### src/rtl/assert_macros.svh
// Assertion macros used by the slot allocator datapath (sadr_dp).
// Each macro expects clk and arst_n in scope.
`ifndef ASSERT_MACROS_SVH
`define ASSERT_MACROS_SVH

// Property that must hold on every clock edge out of reset.
`define SADR_ASSERT(lbl, expr) \
	lbl: assert property (@(posedge clk) disable iff (!arst_n) (expr)) \
		else $error("slot allocator assertion failed");

// Trigger in one cycle implies consequence in the next.
`define SADR_ASSERT_NEXT(lbl, trig, cons) \
	lbl: assert property (@(posedge clk) disable iff (!arst_n) (trig) |=> (cons)) \
		else $error("slot allocator assertion failed");

`endif

### src/rtl/sadr_pkg.sv
// Shared types and constants for the slot allocator with deferred release.
// No dependencies; imported by sadr_ctrl, sadr_dp and the top level.
`default_nettype none

package sadr_pkg;

	localparam int KIND_W    = 3;
	localparam int KEY_W     = 32;
	localparam int SLOT_W    = 10;
	localparam int CAP_W     = 11;
	localparam int STATUS_W  = 3;
	localparam int DRAINED_W = 11;

	// slot count; the slot, capacity and drained widths are sized for it
	localparam int SLOTS     = 1024;

	localparam logic [CAP_W-1:0] CAP_RESET = 11'd1024;

	// item kinds
	localparam logic [KIND_W-1:0] KIND_ALLOC   = 3'd0;
	localparam logic [KIND_W-1:0] KIND_RELEASE = 3'd1;
	localparam logic [KIND_W-1:0] KIND_BIND    = 3'd2;
	localparam logic [KIND_W-1:0] KIND_DELETED = 3'd3;
	localparam logic [KIND_W-1:0] KIND_CHANGED = 3'd4;
	localparam logic [KIND_W-1:0] KIND_DRAIN   = 3'd5;

	// result status codes
	localparam logic [STATUS_W-1:0] ST_OK         = 3'd0;
	localparam logic [STATUS_W-1:0] ST_EXHAUSTED  = 3'd1;
	localparam logic [STATUS_W-1:0] ST_TABLE_FULL = 3'd2;
	localparam logic [STATUS_W-1:0] ST_NOT_FOUND  = 3'd3;
	localparam logic [STATUS_W-1:0] ST_LIST_OVF   = 3'd4;

	typedef struct packed {
		logic              vld;
		logic [KEY_W-1:0]  key;
		logic [SLOT_W-1:0] slot;
	} tbl_entry_t;

	// controller -> datapath
	typedef struct packed {
		logic capture;
		logic alloc;
		logic pop_take;
		logic release_op;
		logic scan_start;
		logic scan_run;
		logic apply;
		logic drain_start;
		logic drain_rd;
		logic drain_wr;
		logic drain_end;
		logic clear_step;
		logic load_out;
	} sadr_cmd_t;

	// datapath -> controller
	typedef struct packed {
		logic [KIND_W-1:0] kind;
		logic              free_nonempty;
		logic              scan_done;
		logic              pend_empty;
		logic              drain_last;
		logic              clear_last;
	} sadr_sts_t;

endpackage

`default_nettype wire

### src/rtl/sadr_ctrl.sv
// Controller state machine: item handshake, operation sequencing, result handshake.
// Depends on sadr_pkg; commands sadr_dp through sadr_cmd_t.
`default_nettype none

module sadr_ctrl
	import sadr_pkg::*;
(
	input  wire logic      clk,
	input  wire logic      arst_n,
	input  wire logic      item_valid,
	output logic           item_stall,
	output logic           result_valid,
	input  wire logic      result_stall,
	input  wire sadr_sts_t sts,
	output sadr_cmd_t      cmd
);

	localparam logic [3:0] S_CLEAR    = 4'd0;
	localparam logic [3:0] S_IDLE     = 4'd1;
	localparam logic [3:0] S_EXEC     = 4'd2;
	localparam logic [3:0] S_POP      = 4'd3;
	localparam logic [3:0] S_SCAN     = 4'd4;
	localparam logic [3:0] S_APPLY    = 4'd5;
	localparam logic [3:0] S_DRAIN_RD = 4'd6;
	localparam logic [3:0] S_DRAIN_WR = 4'd7;
	localparam logic [3:0] S_DONE     = 4'd8;

	logic [3:0] state_q;
	logic [3:0] state_nxt;
	logic       out_valid_q;
	logic       out_free;

	assign out_free   = !out_valid_q || !result_stall;
	assign item_stall = (state_q != S_IDLE);

	always_comb begin
		cmd       = '0;
		state_nxt = state_q;
		case (state_q)
			S_CLEAR: begin
				cmd.clear_step = 1'b1;
				if (sts.clear_last) begin
					state_nxt = S_IDLE;
				end
			end
			S_IDLE: begin
				if (item_valid) begin
					cmd.capture = 1'b1;
					state_nxt   = S_EXEC;
				end
			end
			S_EXEC: begin
				case (sts.kind)
					KIND_ALLOC: begin
						cmd.alloc = 1'b1;
						state_nxt = sts.free_nonempty ? S_POP : S_DONE;
					end
					KIND_RELEASE: begin
						cmd.release_op = 1'b1;
						state_nxt      = S_DONE;
					end
					KIND_BIND, KIND_DELETED, KIND_CHANGED: begin
						cmd.scan_start = 1'b1;
						state_nxt      = S_SCAN;
					end
					KIND_DRAIN: begin
						cmd.drain_start = 1'b1;
						state_nxt       = sts.pend_empty ? S_DONE : S_DRAIN_RD;
					end
					default: begin
						state_nxt = S_DONE;
					end
				endcase
			end
			S_POP: begin
				cmd.pop_take = 1'b1;
				state_nxt    = S_DONE;
			end
			S_SCAN: begin
				cmd.scan_run = 1'b1;
				if (sts.scan_done) begin
					state_nxt = S_APPLY;
				end
			end
			S_APPLY: begin
				cmd.apply = 1'b1;
				state_nxt = S_DONE;
			end
			S_DRAIN_RD: begin
				cmd.drain_rd = 1'b1;
				state_nxt    = S_DRAIN_WR;
			end
			S_DRAIN_WR: begin
				cmd.drain_wr = 1'b1;
				if (sts.drain_last) begin
					cmd.drain_end = 1'b1;
					state_nxt     = S_DONE;
				end else begin
					state_nxt = S_DRAIN_RD;
				end
			end
			S_DONE: begin
				if (out_free) begin
					cmd.load_out = 1'b1;
					state_nxt    = S_IDLE;
				end
			end
			default: begin
				state_nxt = S_IDLE;
			end
		endcase
	end

	always_ff @(posedge clk or negedge arst_n) begin
		if (!arst_n) begin
			state_q     <= S_CLEAR;
			out_valid_q <= 1'b0;
		end else begin
			state_q <= state_nxt;
			if (cmd.load_out) begin
				out_valid_q <= 1'b1;
			end else if (!result_stall) begin
				out_valid_q <= 1'b0;
			end
		end
	end

	assign result_valid = out_valid_q;

endmodule

`default_nettype wire

### config.mk
export PLATFORM = sky130hd
export DESIGN_NAME = sadr_ctrl
export DESIGN_NICKNAME = d
export VERILOG_FILES = /design/src/rtl/assert_macros.svh /design/src/rtl/sadr_pkg.sv /design/src/rtl/sadr_ctrl.sv
export SDC_FILE = /design/constraint.sdc
export NUM_CORES = 1
export LEC_CHECK = 0
export BUFFER_PORTS_ARGS = -buffer_cell sky130_fd_sc_hd__buf_4
export CORE_AREA = 5 5 42 44
export DETAILED_ROUTE_END_ITERATION = 10
export DIE_AREA = 0 0 47 49
export HOLD_SLACK_MARGIN = 0.02
export PLACE_DENSITY = 0.77
export SLEW_MARGIN = 10
export SYNTH_ARGS = -nofsm -noshare
export SYNTH_HDL_FRONTEND = slang
export SYNTH_SLANG_ARGS = --single-unit
### constraint.sdc
create_clock -name clk -period 1.41 [get_ports clk]
set_input_delay 0.0705 -clock clk [delete_from_list [all_inputs] [get_ports clk]]
set_output_delay 0.0705 -clock clk [all_outputs]
set_load 0.005 [all_outputs]
==> results.md, run 1 <==
* Hold Crit Depth at 3
* Routed Antenna Nets at 0
* TritonCTS clock tree: done
* Die Y at 49 um
* Fin crit share at 109%
* Least-Margin Pin Slew at ~360 ps
* Final hold vios at 0
* I/O pins at 27
* Synth cell types at 36
* Crit-path cells: or4b_4, a21oi_2, buf_4
* Failing checks: setup timing
* Worst-case reg-to-reg path depth at 4
* Clock Latency Late Sink at 240 ps
* Tot Pwr at 1300 uW
* Hold Path Origin: sts[4]
* R2r setup slk at -70 ps
* Critical path startpoint category: flop
* Post-synth net total at 84
* Die W at between 40 and 50 um
* Yosys reg bits at 5
* Hold Crit Class: in2reg
* Commonest non-fill, non-tap cells in the layout: buf_4, nand2_1, nor2_1, inv_1, buf_6
* CP endpoint kind: primary output
* Gr ovfl total at 0
* Initial DRC count at 10
* Layout cell share with drive strength beyond 1 at 54.6%
* Largest net degree at the start of global routing at 13
* Critical path required time at 1340 ps
* Synth warn at 0
* Reg2reg start: state_q[0]$_DFFE_PN0P_
* Clk slew on worst S/H paths at 50 ps
* Fin crit period at 1540 ps
* Final Setup Violations at 5
* Crit path kind: reg2out
* Final Wtd Congestion at 0.789
* Syn Area/Cell at ~7.9 um^2
* Filler cells at between 100 and 150
* Die area at 2300 um^2
* Drt first pass iters at 5
* N_diodes at 0
* Total leakage power at around 0.00042 uW
* Min Hold Slack at 134 ps
* Initial Util at between 40% and 50%
* Fmax at around 0.65 GHz
* Layout net count at 122
* Synth area leaders: dfrtp_1, nor2_1, nor3_1, nor4b_4, buf_6
* Total CTS buffers at 3
* First-pass GRT wire length at 2620 um
* Yosys top cell area share at approximately 22%
* H-tree depth at 1
* DR WL/cell at 14.3 um
* Sequential-to-total area share from yosys stat at 22.3%
* Worst EP arrival at 1470 ps
* Post-Syn Area at roughly 560 um^2
* Reg-to-Reg End: state_q[3]$_DFFE_PN0P_
* Area of the core at 1400 um^2
* Antenna violations before repair at 0
* Vias in the first global route at 620
* Power per cell area at between 1000 and 1500 nW/um^2
* Via Count at roughly 700
* Multi-input logic area at 438 um^2
* Vias per std cell at 5.60
* DRT Wirelength at approximately 1800 um
* Buffers added on ports at 26
* P&R area growth vs syn at 65.7%
* CTS Sinks at 5
* Commonest non-fill, non-tap cell in the layout: buf_4
* DRC errors left at 0
* FP Rows at 14
* CP bufs+invs at 1
* GRT Total Usage at 14.9%
* Hold Path End: state_q[0]$_DFFE_PN0P_
* Max Cap Viol at 0
* Unrepaired setup endpoints after global routing: true
* Root Driver: clkbuf_4
* CP peak stage delay at around 560 ps
* Cell taking the most area after synthesis: dfrtp_1
* Final Skew at 2.00 ps
* Peak fanout along the critical path at 4
* Setup slack after layout at -131 ps
* Register area at 129 um^2
* Outcome: finished with violations
* Clk buf depth at 2
* Synth Instances at 71
* Final Max Tran Viols at 0
* Finished Core Util at 66.4%
* Post-DP HPWL at 1260 um
* Critical path's top delay family: simple AND/OR/NAND/NOR gates
* Worst vdd ir at about 0.67 mV
* CP max stage cell: or4b_4
* Slew HR at 75.6%
## timing repair
item / in CTS / in global routing
endpoints found under the hold margin: 5 / 0
gates resized for setup: 11 / 11
buffers inserted: 4 / 2
setup endpoints to repair: 10 / 12
pin swaps: 6 / 5
cloned: 0 / 0
hold buffers: 1 / 0
## through the flow
step / std cells / instance area, um^2 / setup TNS (ps) / setup WS (ps)
after CTS: 122 / 873 / -475 / -129
after detailed placement: 114 / 779 / 0 / 63.9
after floorplan: 71 / 562 / 0 / 125
after global routing: 124 / 931 / -878 / -192
final: 124 / 931 / -468 / -131
after global placement: 114 / 779 / 0 / 82.0
## cell type report
| cell class | instances | share of cell area [%] |
|---|---|---|
| sequential | 5 | 13.8 |
| tap | 16 | 2.15 |
| inverter | 4 | 1.61 |
| clock buffer | 4 | 2.82 |
| multi-input combinational | 57 | 47.0 |
| timing repair buffer | 38 | 32.5 |
## per-layer routing
layer | routed length (um) | GRT usage [%] | up-vias
met5 | 0 | 0 | -
met4 | 0 | 2.76 | 0
met3 | 114 | 3.69 | 0
met2 | 978 | 26.2 | 28
met1 | 685 | 17.6 | 328
li1 | - | - | 339
## worst max path at each step
stage / from / endpoint / cells after the start / slack [ps]
final: state_q[0]$_DFFE_PN0P_ / cmd[0] / 3 / -130
after global placement: state_q[0]$_DFFE_PN0P_ / state_q[3]$_DFFE_PN0P_ / 3 / 80
after global routing: state_q[0]$_DFFE_PN0P_ / cmd[9] / 5 / -190
after detailed placement: state_q[0]$_DFFE_PN0P_ / state_q[3]$_DFFE_PN0P_ / 3 / 60
after floorplan: state_q[0]$_DFFE_PN0P_ / state_q[3]$_DFFE_PN0P_ / 3 / 130
after CTS: state_q[3]$_DFFE_PN0P_ / cmd[5] / 5 / -130
## worst register-to-register path: cells and delay by family (launching register included)
kind | cells | cell delay, ps
compound gates | 2 | 240
buf+inv | 1 | 140
flops | 1 | 430
simple gates | 1 | 560
## cell usage after synthesis
| cell type | number |
|---|---|
| and3b_2 | 1 |
| nor3_1 | 5 |
| inv_1 | 4 |
| nand2_1 | 6 |
| nor3b_1 | 2 |
| mux2i_1 | 1 |
| a21oi_1 | 3 |
| nand3b_1 | 1 |
| a22oi_1 | 1 |
| buf_4 | 2 |
| nor4_1 | 1 |
| a31oi_1 | 1 |
| a311oi_1 | 1 |
| buf_6 | 2 |
| nor4b_4 | 1 |
| and3_1 | 1 |
| and2_1 | 1 |
| o32a_1 | 1 |
| nand2b_1 | 2 |
| a21boi_1 | 1 |
| dfrtp_1 | 5 |
| nor2b_1 | 2 |
| o22ai_1 | 1 |
| or2b_2 | 1 |
| o31ai_1 | 2 |
| a221oi_1 | 2 |
| o211ai_1 | 1 |
| buf_2 | 1 |
| o21ai_0 | 2 |
| nand3_1 | 2 |
| nor4bb_1 | 1 |
| nor2_1 | 8 |
| or4b_1 | 1 |
| a21boi_0 | 2 |
| ha_1 | 1 |
| or4b_4 | 1 |
## logic make-up after synthesis
| group | synth area share, % |
|---|---|
| adders and majority gates | 2.23 |
| muxes | 1.78 |
| DFF | 22.3 |
| AOI/OAI and AO/OA | 22.5 |
| buffers and inverters | 10.2 |
| and+or+nand+nor | 41.0 |
## flip-flops by register name, summed over array words and instances, names as in the netlist
signal	cells
result_valid	1
state_q	4
## report_power, final
group	internal (uW)	total [uW]	switching, uW
clock network	107	166	59.0
registers	202	274	72.0
logic	476	855	379
(Power assumes the default switching activity.)
==> run 2, diff against run 1 <==
Settings changed: PLACE_DENSITY 0.77 to 0.74.
==> run 2 against run 1 <==
Compared with the run above:
- flip-flop and latch count unchanged
- register-to-register slack better by 20 ps
- count of clock-buffer cells in the layout is the same
- clock power is 4% higher
- the flow still finishes with violations (setup timing)
- via count is 1.4% higher
- critical endpoint unchanged
- global-route usage increased by 0.47 points
- sequential power decreased by 2%
- total power increased by 11%
- critical path depth unchanged
- first-iteration DRC count fell by 10%
- highest routed layer is now met4
==> results.md, run 2 (synthesis gave the netlist of run 1 again) <==
* Fin crit share at 110%
* Clk slew on worst S/H paths at 50 ps
* Cell area after layout at 982 um^2
* R2r setup slk at -50 ps
* Clk buf depth at 2
* H-tree depth at 1
* Worst-case reg-to-reg path depth at 4
* Failing checks: setup timing
* Critical path required time at 1340 ps
* Vias in the first global route at 640
* I/O pins at 27
* Outcome: finished with violations
* Hold Path End: result_valid$_DFFE_PN0P_
* Vias per std cell at 5.64
* Finished Core Util at 70.1%
* Slew HR at between 80% and 90%
* Die Y at between 40 and 50 um
* Max Cap Viol at 0
* Total CTS buffers at 3
* TritonCTS clock tree: done
* FP Rows at 14
* Area of the core at 1400 um^2
* DRT Wirelength at between 1500 and 2000 um
* Reg-to-Reg End: state_q[3]$_DFFE_PN0P_
* Max reg flops at 4
* Gr ovfl total at 0
* Via Count at 705
* Commonest non-fill, non-tap cell in the layout: buf_4
* Power per cell area at 1460 nW/um^2
* Non-filler cells, final at 125
* CP endpoint kind: primary output
* Final Setup Violations at 10
* GRT Total Usage at roughly 15%
* Final Skew at 4.37 ps
* Root Driver: clkbuf_4
* DR WL/cell at 15.6 um
* Die W at between 40 and 50 um
* Crit path kind: reg2out
* Final Wtd Congestion at 0.860
* Clock Latency Late Sink at 250 ps
* Reg2reg start: state_q[0]$_DFFE_PN0P_
* N_diodes at 0
* Least-Margin Pin Slew at 269 ps
* Peak fanout along the critical path at 3
* Hold Crit Depth at 3
* Layout cell share with drive strength beyond 1 at between 50 and 60%
* DRC errors left at 0
* Fin crit period at 1550 ps
* Fmax at ~0.65 GHz
* Antenna violations before repair at 0
* Die area at 2300 um^2
* Hold Crit Class: in2reg
* Final hold vios at 0
* Largest net degree at the start of global routing at 14
* Layout net count at 123
* Drt first pass iters at 4
* Buffers added on ports at 26
* Worst vdd ir at between 0.6 and 0.7 mV
* P&R area growth vs syn at 74.8%
* Hold Path Origin: result_stall
* Total leakage power at 0.000439 uW
* Placed Area at between 700 and 800 um^2
* Commonest non-fill, non-tap cells in the layout: buf_4, nand2_1, inv_1, nor2_1, buf_6
* Initial DRC count at 9
* Reg with most FFs: state_q
* Setup slack after layout at -140 ps
* Routed Antenna Nets at 0
* First-pass GRT wire length at 2620 um
* Critical path startpoint category: flop
* Worst EP arrival at 1480 ps
* Post-DP HPWL at 1220 um
* Final Max Tran Viols at 0
* CTS Sinks at 5
* Unrepaired setup endpoints after global routing: true
* Initial Util at 40.1%
* Cell total after placement at 113
-- run 2: final cells by class --
cell class | instances | area (um^2)
tap | 16 | 20.0
timing repair buffer | 39 | 335
fill | 116 | 419
inverter | 4 | 15.0
clock buffer | 4 | 26.3
multi-input combinational | 57 | 457
sequential | 5 | 129
-- run 2: stage by stage --
step | hold slack [ps] | TNS (ps) | setup WS [ps] | total power, uW
after floorplan | -225 | 0 | 125 | 701
after global placement | -123 | 0 | 95.3 | 944
after detailed placement | -124 | 0 | 93.2 | 944
after CTS | 82.5 | -400 | -116 | 1180
after global routing | 152 | -1190 | -171 | 1530
final | 113 | -564 | -140 | 1440
-- run 2: per-layer routing --
layer,up-vias,GRT usage [%],share of wire [%],wire length (um)
li1,341,-,-,-
met1,338,18.0,37,718
met2,21,25.8,56,1100
met4,0,8.29,1.8,36
met3,5,1.85,4.8,93
met5,-,0,0,0
-- run 2: repair_timing --
item	in CTS	in global routing
setup endpoints to repair	9	14
resized for setup	7	20
pin swaps	5	4
hold buffers	1	0
buffers inserted	4	3
hold endpoints to repair	5	0
cloned	0	1
-- run 2: worst max-delay path by stage --
| stage | from | endpoint | slack (ps) | cells past startpoint |
|---|---|---|---|---|
| after detailed placement | state_q[0]$_DFFE_PN0P_ | state_q[3]$_DFFE_PN0P_ | 90 | 3 |
| after global routing | state_q[0]$_DFFE_PN0P_ | cmd[5] | -170 | 5 |
| after CTS | state_q[0]$_DFFE_PN0P_ | cmd[0] | -120 | 3 |
| final | state_q[0]$_DFFE_PN0P_ | cmd[0] | -140 | 3 |
| after floorplan | state_q[0]$_DFFE_PN0P_ | state_q[3]$_DFFE_PN0P_ | 130 | 3 |
| after global placement | state_q[0]$_DFFE_PN0P_ | state_q[3]$_DFFE_PN0P_ | 100 | 3 |
-- run 2: critical path: stages (launching register included) --
cell,delay [ps]
dfrtp_2,430
or4b_4,570
a21oi_2,120
buf_4,110
-- run 2: power by group --
group | switching (uW) | internal (uW) | leakage, uW
Combinational | 433 | 563 | 0.000362
Clock | 65.5 | 107 | 0.0000150
Sequential | 65.8 | 202 | 0.0000618
